**src/rtl/assert_macros.svh**
```systemverilog
// Assertion macros used by second_order_recurrence_checksum.
`ifndef ASSERT_MACROS_SVH
`define ASSERT_MACROS_SVH

`ifndef SYNTHESIS

`define SORC_ASSERT(lbl, expr) \
    lbl: assert property (@(posedge clk) disable iff (!rst_n) (expr)) \
        else $error("sorc assertion failed");

`define SORC_ASSERT_NEXT(lbl, ante, cons) \
    lbl: assert property (@(posedge clk) disable iff (!rst_n) (ante) |=> (cons)) \
        else $error("sorc assertion failed");

`else

`define SORC_ASSERT(lbl, expr)

`define SORC_ASSERT_NEXT(lbl, ante, cons)

`endif

`endif

```
**src/rtl/sorc_pkg.sv**
```systemverilog
package sorc_pkg;

    localparam logic [7:0]  ALPHA_MUL    = 8'd17;
    localparam logic [7:0]  BETA_MUL     = 8'd31;
    localparam logic [7:0]  FIRST_OFFSET = 8'd7;
    localparam logic [15:0] FIRST_PREV   = 16'd1;
    localparam logic [7:0]  FIRST_POS    = 8'd1;
    localparam logic [15:0] CK_MOD       = 16'hFFFF;
    // Multiple of the modulus plus one, added when the difference goes negative.
    localparam logic [25:0] WRAP_LIFT    = 26'd16776961;

endpackage

```
**src/rtl/sorc_term.sv**
```systemverilog
module sorc_term (
    input  logic [7:0]  data_byte,
    input  logic [7:0]  pos,
    input  logic [15:0] cur,
    input  logic [15:0] prev,
    output logic [15:0] term
);
    import sorc_pkg::*;

    logic [7:0]  alpha;
    logic [7:0]  beta;
    logic [8:0]  weight;
    logic [24:0] prod_a;
    logic [23:0] prod_b;
    logic [25:0] diff;
    logic [25:0] lifted;
    logic [16:0] fold1;
    logic [15:0] fold2;

    always_comb
    begin
        alpha  = 8'(pos * ALPHA_MUL);
        beta   = 8'(pos * BETA_MUL);
        weight = {1'b0, data_byte} + {1'b0, alpha};
        prod_a = 25'(weight) * 25'(cur);
        prod_b = 24'(beta) * 24'(prev);
        diff   = {1'b0, prod_a} - {2'b0, prod_b};
        lifted = diff[25] ? diff + WRAP_LIFT : diff;
        // Fold the high part onto the low part twice, since 2^16 is one modulo 65535.
        fold1  = {7'b0, lifted[25:16]} + {1'b0, lifted[15:0]};
        fold2  = fold1[15:0] + {15'b0, fold1[16]};
        term   = (fold2 == CK_MOD) ? 16'd0 : fold2;
    end

endmodule

```
**src/rtl/second_order_recurrence_checksum.sv**
```systemverilog
// sum_valid rises when a message's last beat leaves the input register and its checksum is registered.
// Throughput: one beat per cycle while byte_stall is low; the term update is combinational on the registered terms.
// A result waiting on sum_stall holds back input only when the next result is ready too.
// Reset (rst_n low, asynchronous) empties both registers and arms the block for a
// new message, with all recurrence terms cleared.
`include "assert_macros.svh"

module second_order_recurrence_checksum (
    input  logic        clk,
    input  logic        rst_n,
    input  logic        byte_valid,
    output logic        byte_stall,
    input  logic [7:0]  data_byte,
    input  logic        last,
    output logic        sum_valid,
    input  logic        sum_stall,
    output logic [15:0] checksum,
    output logic        nonzero
);
    import sorc_pkg::*;

    logic        in_valid_reg, in_valid_next;
    logic [7:0]  in_data_reg;
    logic        in_last_reg;
    logic [15:0] cur_reg, cur_next;
    logic [15:0] prev_reg, prev_next;
    logic [7:0]  pos_reg, pos_next;
    logic        at_start_reg, at_start_next;
    logic        sum_valid_reg, sum_valid_next;
    logic [15:0] checksum_reg;
    logic        nonzero_reg;
    logic        load;
    logic        adv;
    logic [15:0] term;
    logic [15:0] new_cur;

    sorc_term u_term (
        .data_byte (in_data_reg),
        .pos       (pos_reg),
        .cur       (cur_reg),
        .prev      (prev_reg),
        .term      (term)
    );

    always_comb
    begin
        adv            = in_valid_reg && (!in_last_reg || !sum_valid_reg || !sum_stall);
        byte_stall     = in_valid_reg && !adv;
        load           = byte_valid && !byte_stall;
        in_valid_next  = load || (in_valid_reg && !adv);
        sum_valid_next = (adv && in_last_reg) || (sum_valid_reg && sum_stall);

        new_cur = at_start_reg ? {8'b0, in_data_reg} + {8'b0, FIRST_OFFSET} : term;

        cur_next      = cur_reg;
        prev_next     = prev_reg;
        pos_next      = pos_reg;
        at_start_next = at_start_reg;
        if (adv)
        begin
            if (in_last_reg)
            begin
                cur_next      = 16'd0;
                prev_next     = 16'd0;
                pos_next      = 8'd0;
                at_start_next = 1'b1;
            end
            else if (at_start_reg)
            begin
                cur_next      = new_cur;
                prev_next     = FIRST_PREV;
                pos_next      = FIRST_POS;
                at_start_next = 1'b0;
            end
            else
            begin
                cur_next  = new_cur;
                prev_next = cur_reg;
                pos_next  = pos_reg + 8'd1;
            end
        end
    end

    always_ff @(posedge clk or negedge rst_n)
    begin
        if (!rst_n)
        begin
            in_valid_reg  <= 1'b0;
            cur_reg       <= 16'd0;
            prev_reg      <= 16'd0;
            pos_reg       <= 8'd0;
            at_start_reg  <= 1'b1;
            sum_valid_reg <= 1'b0;
        end
        else
        begin
            in_valid_reg  <= in_valid_next;
            cur_reg       <= cur_next;
            prev_reg      <= prev_next;
            pos_reg       <= pos_next;
            at_start_reg  <= at_start_next;
            sum_valid_reg <= sum_valid_next;
        end
    end

    always_ff @(posedge clk)
    begin
        if (load)
        begin
            in_data_reg <= data_byte;
            in_last_reg <= last;
        end
        if (adv && in_last_reg)
        begin
            checksum_reg <= new_cur;
            nonzero_reg  <= (new_cur != 16'd0);
        end
    end

    assign sum_valid = sum_valid_reg;
    assign checksum  = checksum_reg;
    assign nonzero   = nonzero_reg;

    `SORC_ASSERT(a_flag_matches_sum, !sum_valid_reg || (nonzero_reg == (checksum_reg != 16'd0)))
    `SORC_ASSERT(a_term_below_mod, cur_reg != CK_MOD)
    `SORC_ASSERT(a_start_is_clear, !at_start_reg || ({cur_reg, prev_reg, pos_reg} == '0))
    `SORC_ASSERT_NEXT(a_last_rearms, adv && in_last_reg, at_start_reg && sum_valid_reg)

endmodule

```
**config.mk**
```make
export PLATFORM = sky130hd
export DESIGN_NAME = second_order_recurrence_checksum
export DESIGN_NICKNAME = d
export VERILOG_FILES = /design/src/rtl/sorc_pkg.sv /design/src/rtl/sorc_term.sv /design/src/rtl/second_order_recurrence_checksum.sv
export VERILOG_INCLUDE_DIRS = /design/src /design/src/rtl
export SDC_FILE = /design/constraint.sdc
export NUM_CORES = 1
export LEC_CHECK = 0
export BUFFER_PORTS_ARGS = -buffer_cell sky130_fd_sc_hd__buf_4
export CAP_MARGIN = 20
export CORE_UTILIZATION = 50
export CTS_CLUSTER_DIAMETER = 100
export DETAILED_ROUTE_END_ITERATION = 12
export GPL_TIMING_DRIVEN = 0
export HOLD_SLACK_MARGIN = 0.06
export PLACE_DENSITY = 0.66
export SETUP_SLACK_MARGIN = 0.5
export SLEW_MARGIN = 20
export SYNTH_ARGS = -nofsm -noshare
export SYNTH_HDL_FRONTEND = slang
export SYNTH_SLANG_ARGS = --single-unit
```
**constraint.sdc**
```tcl
create_clock -name clk -period 33.8 [get_ports clk]
set_clock_uncertainty 0.05 [all_clocks]
set_input_delay 1.69 -clock clk [delete_from_list [all_inputs] [get_ports clk]]
set_output_delay 1.69 -clock clk [all_outputs]
set_load 0.01 [all_outputs]
```
# Yosys cells after proc, flatten, opt, wreduce, memory -nomap -nowiden
# Index checks and enable logic that the tools add are counted.
[op_classes] mul=4 n_eq_ne=1 reduce_logical=15 n_mux=9 addsub=7
[ops] cell="$mux W16" count=5
[ops] cell="$add A26 B24 Y26 const B" count=1
[ops] cell="$mux W26" count=1
[ops] cell="$sub A25 B24 Y26" count=1
[ops] cell="$mul A9 B16 Y25" count=1
[ops] cell="$mul A8 B16 Y24" count=1
[ops] cell="$add A10 B16 Y17" count=1
[ops] cell="$add A16 B1 Y16" count=1
[ops] cell="$eq A16 B16 Y1 const B" count=1
[ops] cell="$mul A8 B5 Y8 const B" count=2
[ops] cell="$mux W8" count=2
[ops] cell="$reduce_bool A16 Y1" count=1
[ops] cell="$add A8 B3 Y9 const B" count=1
[ops] cell="$add A8 B8 Y9" count=1
[ops] cell="$add A8 B1 Y8 const B" count=1
[ops] cell="$logic_and A1 B1 Y1" count=5
[ops] cell="$logic_not A1 Y1" count=5
[ops] cell="$logic_or A1 B1 Y1" count=4
[ops] cell="$mux W1" count=1
[totals] word_cells=46 ff_bits=69 out_inout_bits=19

# Depth between registers and ports, before layout
# Gate-level depths: netlist of the first run.
[logic_depth] ltp_word=12 ltp_mapped=58 ltp_nobuf=56

# Hierarchy
# A second synthesis of the first run with hierarchy kept.
[unflattened] cells_unflattened=1550 hier_area_um2=14183.6
[modules_own_cells] module="sorc_term" cells_each=1336 instances=1 area_per_inst_um2=11374.7
[modules_own_cells] module="second_order_recurrence_checksum" cells_each=214 instances=1 area_per_inst_um2=2808.9

# Worst setup path before layout of the first run
# Ideal clock, no wire load.
[synth_timing] path_kind="register to register" start="register pos_reg[1]" end="register checksum_reg[0], in the netlist checksum[0], data pin" setup_time_ns=0.266 path_stages_with_launch=51 arrival_ns=13.152 required_time_ns=33.484 path_slack_ns=20.332 path_cell_list="dfrtp_1 > fa_1 > inv_1 > fa_1 > fa_1 > inv_1 > ha_1 > a21oi_1 > o21bai_1 > a21oi_1 > xnor2_1 > clkbuf_1 > nand2_1 > fa_1 > inv_1 > fa_1 > fa_1 > fa_1 > [15 not listed] > nor2b_1 > o31a_1 > o221a_2 > a31oi_1 > o41ai_1 > o21ai_0 > nor3_1 > ha_1 > ha_1 > nand4_1 > or4_1 > nor3_1 > o2111ai_1 > a32oi_4 > o211ai_4 > nor2_4 > buf_6 > o22ai_1"
[synth_between] elab_chain_cells=11 elab_cells_between_ends=13 classes_between="add/sub: 5; mul: 4; eq/ne: 1; mux: 3"
[synth_rtl] item="from (decl)" line_no="second_order_recurrence_checksum.sv:27" source="logic [7:0] pos_reg, pos_next;"
[synth_rtl] item="from (signal assigned)" line_no="second_order_recurrence_checksum.sv:100" source="pos_reg <= pos_next;"
[synth_rtl] item="$mul A8 B5 Y8" line_no="sorc_term.sv:22" source="alpha = 8'(pos * ALPHA_MUL);"
[synth_rtl] item="$add A8 B8 Y9" line_no="sorc_term.sv:24" source="weight = {1'b0, data_byte} + {1'b0, alpha};"
[synth_rtl] item="$mul A9 B16 Y25" line_no="sorc_term.sv:25" source="prod_a = 25'(weight) * 25'(cur);"
[synth_rtl] item="$sub A25 B24 Y26 *" line_no="sorc_term.sv:27" source="diff = {1'b0, prod_a} - {2'b0, prod_b};"
[synth_rtl] item="$add A26 B24 Y26" line_no="sorc_term.sv:28" source="lifted = diff[25] ? diff + WRAP_LIFT : diff;"
[synth_rtl] item="$mux W26 *" line_no="sorc_term.sv:28"
[synth_rtl] item="$add A10 B16 Y17 *" line_no="sorc_term.sv:30" source="fold1 = {7'b0, lifted[25:16]} + {1'b0, lifted[15:0]};"
[synth_rtl] item="$add A16 B1 Y16 *" line_no="sorc_term.sv:31" source="fold2 = fold1[15:0] + {15'b0, fold1[16]};"
[synth_rtl] item="$eq A16 B16 Y1" line_no="sorc_term.sv:32" source="term = (fold2 == CK_MOD) ? 16'd0 : fold2;"
[synth_rtl] item="$mux W16 *" line_no="sorc_term.sv:32"
[synth_rtl] item="$mux W16 *" line_no="second_order_recurrence_checksum.sv:53" source="new_cur = at_start_reg ? {8'b0, in_data_reg} + {8'b0, FIRST_OFFSET} : term;"
[synth_rtl] item="via new_cur[0]" line_no="second_order_recurrence_checksum.sv:35" source="logic [15:0] new_cur;"
[synth_rtl] item="to (signal assigned)" line_no="second_order_recurrence_checksum.sv:115" source="checksum_reg <= new_cur;"
[synth_rtl] item="to (decl)" line_no="second_order_recurrence_checksum.sv:30" source="logic [15:0] checksum_reg;"
# Mark *: on every way through the listed nets, which the timed path passes. The rest lies on a longest branch.
# A chain may end at the register's enable or synchronous reset.

# Worst setup path after layout of the first run
[layout_timing] start="register pos_reg[1]" end="register checksum_reg[6], in the netlist checksum[6], data pin"
# The elaborated chain is that of the path after synthesis.

==> results_dict.tcl, run 1 <==
set metrics [dict create \
    status "finished clean" \
    min-delay-start "cur_reg[4]" \
    holdPathStages 1 \
    end_kind "register" \
    period_share_pct 47.83 \
    cp_slowest_stage_delay_ns 0.66 \
    synth-simple-area-share_pct 18.29 \
    synth_cell_types 83 \
    die_area_sq_um 29570 \
    async_reset_ff_share_pct 62.32 \
    dieWidth_microns 172.0 \
    instances_no_fill 2027 \
    num-nets-final 2013 \
    portBuffers 31 \
    first_iter_violations 758 \
    critical_path_required_ns 33.82 \
    hold_path_end "prev_reg[4]" \
    drcViolationCount 0 \
    rrSetupSlack_ns 17.63 \
    area_delta_synth_final_pct 6.965 \
    htree_levels 3 \
    finalSetupTns_ns 0 \
    seq_area_frac_synth_pct 12.86 \
    r2r_start "pos_reg[1]" \
    slew_headroom_pct 27.63 \
    syn_inst 1602 \
    cts_setup_buffers 0 \
    clock_tree.root_cell "clkbuf_16" \
    tightest_slew_ns 1.078 \
    core_area_sq_um 28090 \
    overflow 0 \
    worstPathMaxFanout 10 \
    worstPathArrival_ns 16.19 \
    synth-main-ff-cell "dfrtp_1" \
    rows 61 \
    ctsHoldBuffers 0 \
    multi_input_area_sq_um 11230 \
    place_congestion 0.8832 \
    start_util_pct 51.42 \
    drv_cap 0 \
    netlist_area_sq_um 14440 \
    worst_r2r_path_depth 49 \
    cts_tree "yes" \
    grt_pass1_wl_microns 61620 \
    ys_ff_latch 69 \
    synth_edf_count 26 \
    r2r_end "checksum[6]" \
    max_freq_mhz 61.85 \
    detail-route-antenna-nets 0 \
    grt_usage_pct 27.43 \
    slowest_stage "o41ai_1" \
    dp_hpwl_microns 31470 \
    dp.cells 2011 \
    synth_compound_area_share_pct 10.28 \
    detail_route.wl_per_cell_microns 18.39 \
    synthAdderAreaFrac_pct 43.21 \
    viasPerCell 5.452 \
    clock_path_buffers 2 \
    register_area_sq_um 1858 \
    numCtsBuffers 9 \
    syn_area_per_cell_sq_um 9.015 \
    synth_nets 1971 \
    dr_total_vias 11052 \
    synth_top_family_by_area "adder cells" \
    first_global_vias 11384 \
    wirelength_microns 37280 \
    antenna_found_initial 1 \
    rsz0062_at_grt "false" \
    yosysWarnings 0 \
    n_antenna_cell 0 \
    synthMuxAreaShare_pct 0.2946 \
    fillCellCount 2659 \
    critPathLaunchType "register" \
    finalHoldViolations 0 \
    drive_above_1_share_pct 5.155 \
    path_common_cell "fa_1" \
    holdCritPathClass "register to register" \
    critPathBufInv 8 \
    synthXorXnorAreaFrac_pct 5.692 \
    clock_latency_ns 0.34 \
    cp_top_family "adder cells" \
    slew_viol_final 0 \
    path_clk_slew_ns 0.06 \
    cts_resized 0 \
    fin_crit_ns 16.17 \
    setup_viol_count_final 0 \
    cts_sinks 69 \
    crit_type "register to register" \
    drt_pre_antenna_iters 5 \
    die_h_microns 172.0 \
    grt_max_degree 44 \
    pin_count 32 \
]
-- per-layer routing --
metal | vias to the layer above | GRT usage, % | wire (microns)
li1 | 5182 | - | -
met1 | 5452 | 37.90 | 16640
met2 | 345 | 43.30 | 16950
met3 | 69 | 5.173 | 2337
met4 | 4 | 8.850 | 1278
met5 | - | 1.913 | 80
-- worst max path at each step --
stage                       end  cells past startpoint  startpoint
floorplan           checksum[0]                     50  pos_reg[1]
global placement    checksum[1]                     49  pos_reg[1]
detailed placement  checksum[8]                     49  pos_reg[1]
CTS                 checksum[1]                     49  pos_reg[1]
global route        checksum[4]                     48  pos_reg[1]
finish              checksum[6]                     49  pos_reg[1]
-- cell usage after synthesis, types with 5 or more instances --
cell	instances	area (sq um)
a21o_1	12	90.09
o21a_1	8	60.06
ha_1	118	1476
xnor2_1	60	525.5
o31ai_1	5	37.54
and2_1	121	757.0
o21ai_1	17	85.08
fa_1	238	4765
clkbuf_1	55	206.5
o21ai_0	33	165.2
a21oi_1	48	240.2
and3_1	10	62.56
a22o_1	18	157.7
nor4_1	9	56.30
nand2b_1	7	43.79
o211ai_1	6	45.04
nor2_1	39	146.4
edfxtp_1	26	780.8
dfrtp_1	42	1051
inv_1	295	1107
o21bai_1	9	67.56
xor2_1	32	280.3
nor3_1	21	105.1
nor2b_1	25	156.4
a32oi_1	7	61.31
nand2_1	206	773.2
nand4_1	11	68.82
or3_1	7	43.79
a211oi_1	5	37.54
nand3_1	25	125.1
-- placed cells by master (no fill, tap or decap), drive strengths merged, types with 12 or more instances in the layout --
| cell | count |
|---|---|
| dfrtp | 42 |
| nand2 | 208 |
| nor3 | 22 |
| a22o | 18 |
| nor2 | 40 |
| a21o | 12 |
| fa | 238 |
| and2 | 122 |
| inv | 296 |
| ha | 118 |
| nand3 | 25 |
| nor2b | 25 |
| edfxtp | 26 |
| o21ai | 50 |
| xnor2 | 61 |
| xor2 | 32 |
| buf | 37 |
| a21oi | 50 |
| clkbuf | 65 |
-- worst reg2reg max path: cells and delay by family, from the launching register on --
family                   cells  cell delay, ns
flip-flops                   1            0.55
AND/OR/NAND/NOR              9            2.30
XOR/XNOR                     3            1.13
adder cells (fa/ha/maj)     14            6.26
AO/OA/AOI/OAI               15            4.12
buffers and inverters        8            1.51
-- per-stage QoR --
step / utilization (%) / area, sq um / setup WS (ns) / hold slack [ns]
4_1_cts: 55.00 / 15450 / 17.61 / 0.4349
5_1_grt: 55.00 / 15450 / 16.65 / 0.4826
2_1_floorplan: - / 14440 / 20.33 / 0.4141
3_5_place_dp: 53.93 / 15150 / 17.76 / 0.4228
6_report: 55.00 / 15450 / 17.63 / 0.4323
3_3_place_gp: 53.93 / 15150 / 17.79 / 0.4262
-- area by class of cell --
cell class	count	area share (%)
Timing Repair Buffer	31	1.506
Buffer	61	1.587
Clock inverter	6	0.4616
Tap cell	378	3.061
Sequential cell	69	12.03
Multi-Input combinational cell	1177	72.71
Inverter	295	7.168
Clock buffer	10	1.482
-- kinds of logic (layout without fill, tap and decap cells) --
group / count (synthesis) / in the layout
xor gates and xnor gates: 93 / 93
muxes: 4 / 4
DFF: 69 / 69
adders and majority gates: 356 / 356
and+or+nand+nor: 513 / 513
AOI/OAI and AO/OA: 211 / 211
buffers and inverters: 356 / 403
Power of run 1 is not shown: default switching activity piles up to over one toggle a cycle in this logic, so the estimate is an artifact.
==> run 2, diff against run 1 <==
Clock period 33.8 ns to 15.4 ns, I/O delays scaled along.
==> run 2 against run 1 <==
Against the previous run: hold slack got worse by 0.048 ns; sequential share of layout area fell by 0.24 points; final cell count rose by 0.84%; global-route usage rose by 0.17 points; via count rose by 1.2%; first-iteration DRC count rose by 12%; non-clock buffer count rose by 17; routed wire length rose by 0.73%; flip-flop and latch count did not move; maximum frequency rose by 13%; final area rose by 2.2%.
==> results_dict.tcl, run 2 (synthesis results as in run 1) <==
set metrics [dict create \
    fillCellCount 2618 \
    rsz0062_at_grt "false" \
    cts_sinks 69 \
    slew_headroom_pct 27.44 \
    grt_pass1_wl_microns 61930 \
    rows 61 \
    worstPathArrival_ns 14.32 \
    die_area_sq_um 29570 \
    die_h_microns 172.0 \
    multi_input_area_sq_um 11420 \
    core_area_sq_um 28090 \
    num-nets-final 2030 \
    clock_tree.root_cell "clkbuf_16" \
    detail_route.wl_per_cell_microns 18.37 \
    end_kind "register" \
    cp_top_family "adder cells" \
    final_cell_mix "inv_1, fa_1, nand2_1" \
    place_congestion 0.8832 \
    cp_slowest_stage_delay_ns 0.60 \
    viasPerCell 5.471 \
    status "finished clean" \
    worstPathMaxFanout 10 \
    crit_type "register to register" \
    fin_crit_ns 14.29 \
    start_util_pct 51.42 \
    drt_pre_antenna_iters 7 \
    area_delta_synth_final_pct 9.339 \
    drv_cap 0 \
    drcViolationCount 0 \
    first_global_vias 11393 \
    finalHoldViolations 0 \
    numCtsBuffers 9 \
    path_clk_slew_ns 0.06 \
    wirelength_microns 37560 \
    overflow 0 \
    n_antenna_cell 0 \
    setup_viol_count_final 0 \
    path_common_cell "fa_1" \
    critical_path_required_ns 15.42 \
    critPathBufInv 9 \
    register_area_sq_um 1862 \
    dieWidth_microns 172.0 \
    antenna_found_initial 1 \
    worst_r2r_path_depth 52 \
    rrSetupSlack_ns 1.11 \
    finalSetupTns_ns 0 \
    first_iter_violations 848 \
    clock_latency_ns 0.34 \
    portBuffers 31 \
    cts_tree "yes" \
    drive_above_1_share_pct 8.223 \
    final_common_cell "inv_1" \
    critPathLaunchType "register" \
    tightest_slew_ns 1.080 \
    slew_viol_final 0 \
    max_freq_mhz 69.97 \
    period_share_pct 92.81 \
    dr_total_vias 11182 \
    detail-route-antenna-nets 0 \
    pin_count 32 \
    r2r_start "pos_reg[0]" \
    clock_path_buffers 2 \
    slowest_stage "or4_1" \
    dp_hpwl_microns 31470 \
    grt_max_degree 44 \
    holdCritPathClass "input port to async pin" \
    grt_usage_pct 27.60 \
    htree_levels 3 \
    ctsHoldBuffers 0 \
    r2r_end "checksum[1]" \
]
run 2: cell types whose count changed in the layout (fill, tap and decap cells not counted), moves of 3 or more:
cell      delta
buf_4       +17
xnor2_1      -7
xnor2_2      +7
clkbuf_1     -5
o21ai_0      -4
a21oi_1      -3
dfrtp_1      -3
dfrtp_2      +3
nor3_1       -3
nor3_2       +3
run 2: worst max-delay path by stage:
| stage | startpoint | slack, ns | end | depth (start not counted) |
|---|---|---|---|---|
| 5_1_grt | pos_reg[3] | 0.49 | checksum[1] | 53 |
| 4_1_cts | pos_reg[0] | 0.52 | checksum[1] | 53 |
| 3_3_place_gp | pos_reg[1] | -0.61 | checksum[1] | 49 |
| 2_1_floorplan | pos_reg[1] | 1.93 | checksum[0] | 50 |
| 6_report | pos_reg[0] | 1.11 | checksum[1] | 52 |
| 3_5_place_dp | pos_reg[1] | -0.64 | checksum[8] | 49 |
run 2: cell type report:
type | instances | share of cell area, %
plain buffers | 61 | 1.688
clock buffers | 10 | 1.450
inverters | 295 | 7.012
well taps | 378 | 2.995
repair buffers | 48 | 2.282
multi-input cells | 1177 | 72.33
flip-flops and latches | 69 | 11.79
clock inverters | 6 | 0.4516
run 2: through the flow:
step           instance area (sq um)  util, %  cells  hold WS, ns  setup slack [ns]
2_1_floorplan                  14440        -   1602       0.4141             1.932
3_3_place_gp                   15150    53.93   2011       0.4262           -0.6057
3_5_place_dp                   15150    53.93   2011       0.4228           -0.6420
4_1_cts                        15580    55.47   2030       0.3990            0.5249
5_1_grt                        15790    56.22   2044       0.4292            0.4935
6_report                       15790    56.22   2044       0.3847             1.107
run 2: what timing repair did:
item                                   CTS  global route
gates resized for setup                 21            31
buffers inserted                         3            14
endpoints found under the hold margin    0             0
setup endpoints to repair               33            33
pin swaps                                3             9
run 2: worst reg2reg max path: cells and delay by family (launching register included):
family | cells | cell delay [ns]
and+or+nand+nor | 9 | 2.10
AOI/OAI and AO/OA | 17 | 3.47
adders and majority gates | 14 | 6.24
xor gates and xnor gates | 3 | 0.67
DFF | 1 | 0.49
buffers and inverters | 9 | 1.03
run 2: metal layers:
| layer | part of all wire (%) | vias to the layer above | GRT usage (%) |
|---|---|---|---|
| li1 | - | 5219 | - |
| met1 | 44 | 5533 | 38.19 |
| met2 | 46 | 362 | 43.58 |
| met3 | 6.4 | 64 | 4.990 |
| met4 | 3.4 | 4 | 9.080 |
| met5 | 0.21 | - | 1.913 |
Power of run 2 is left out for the same reason.
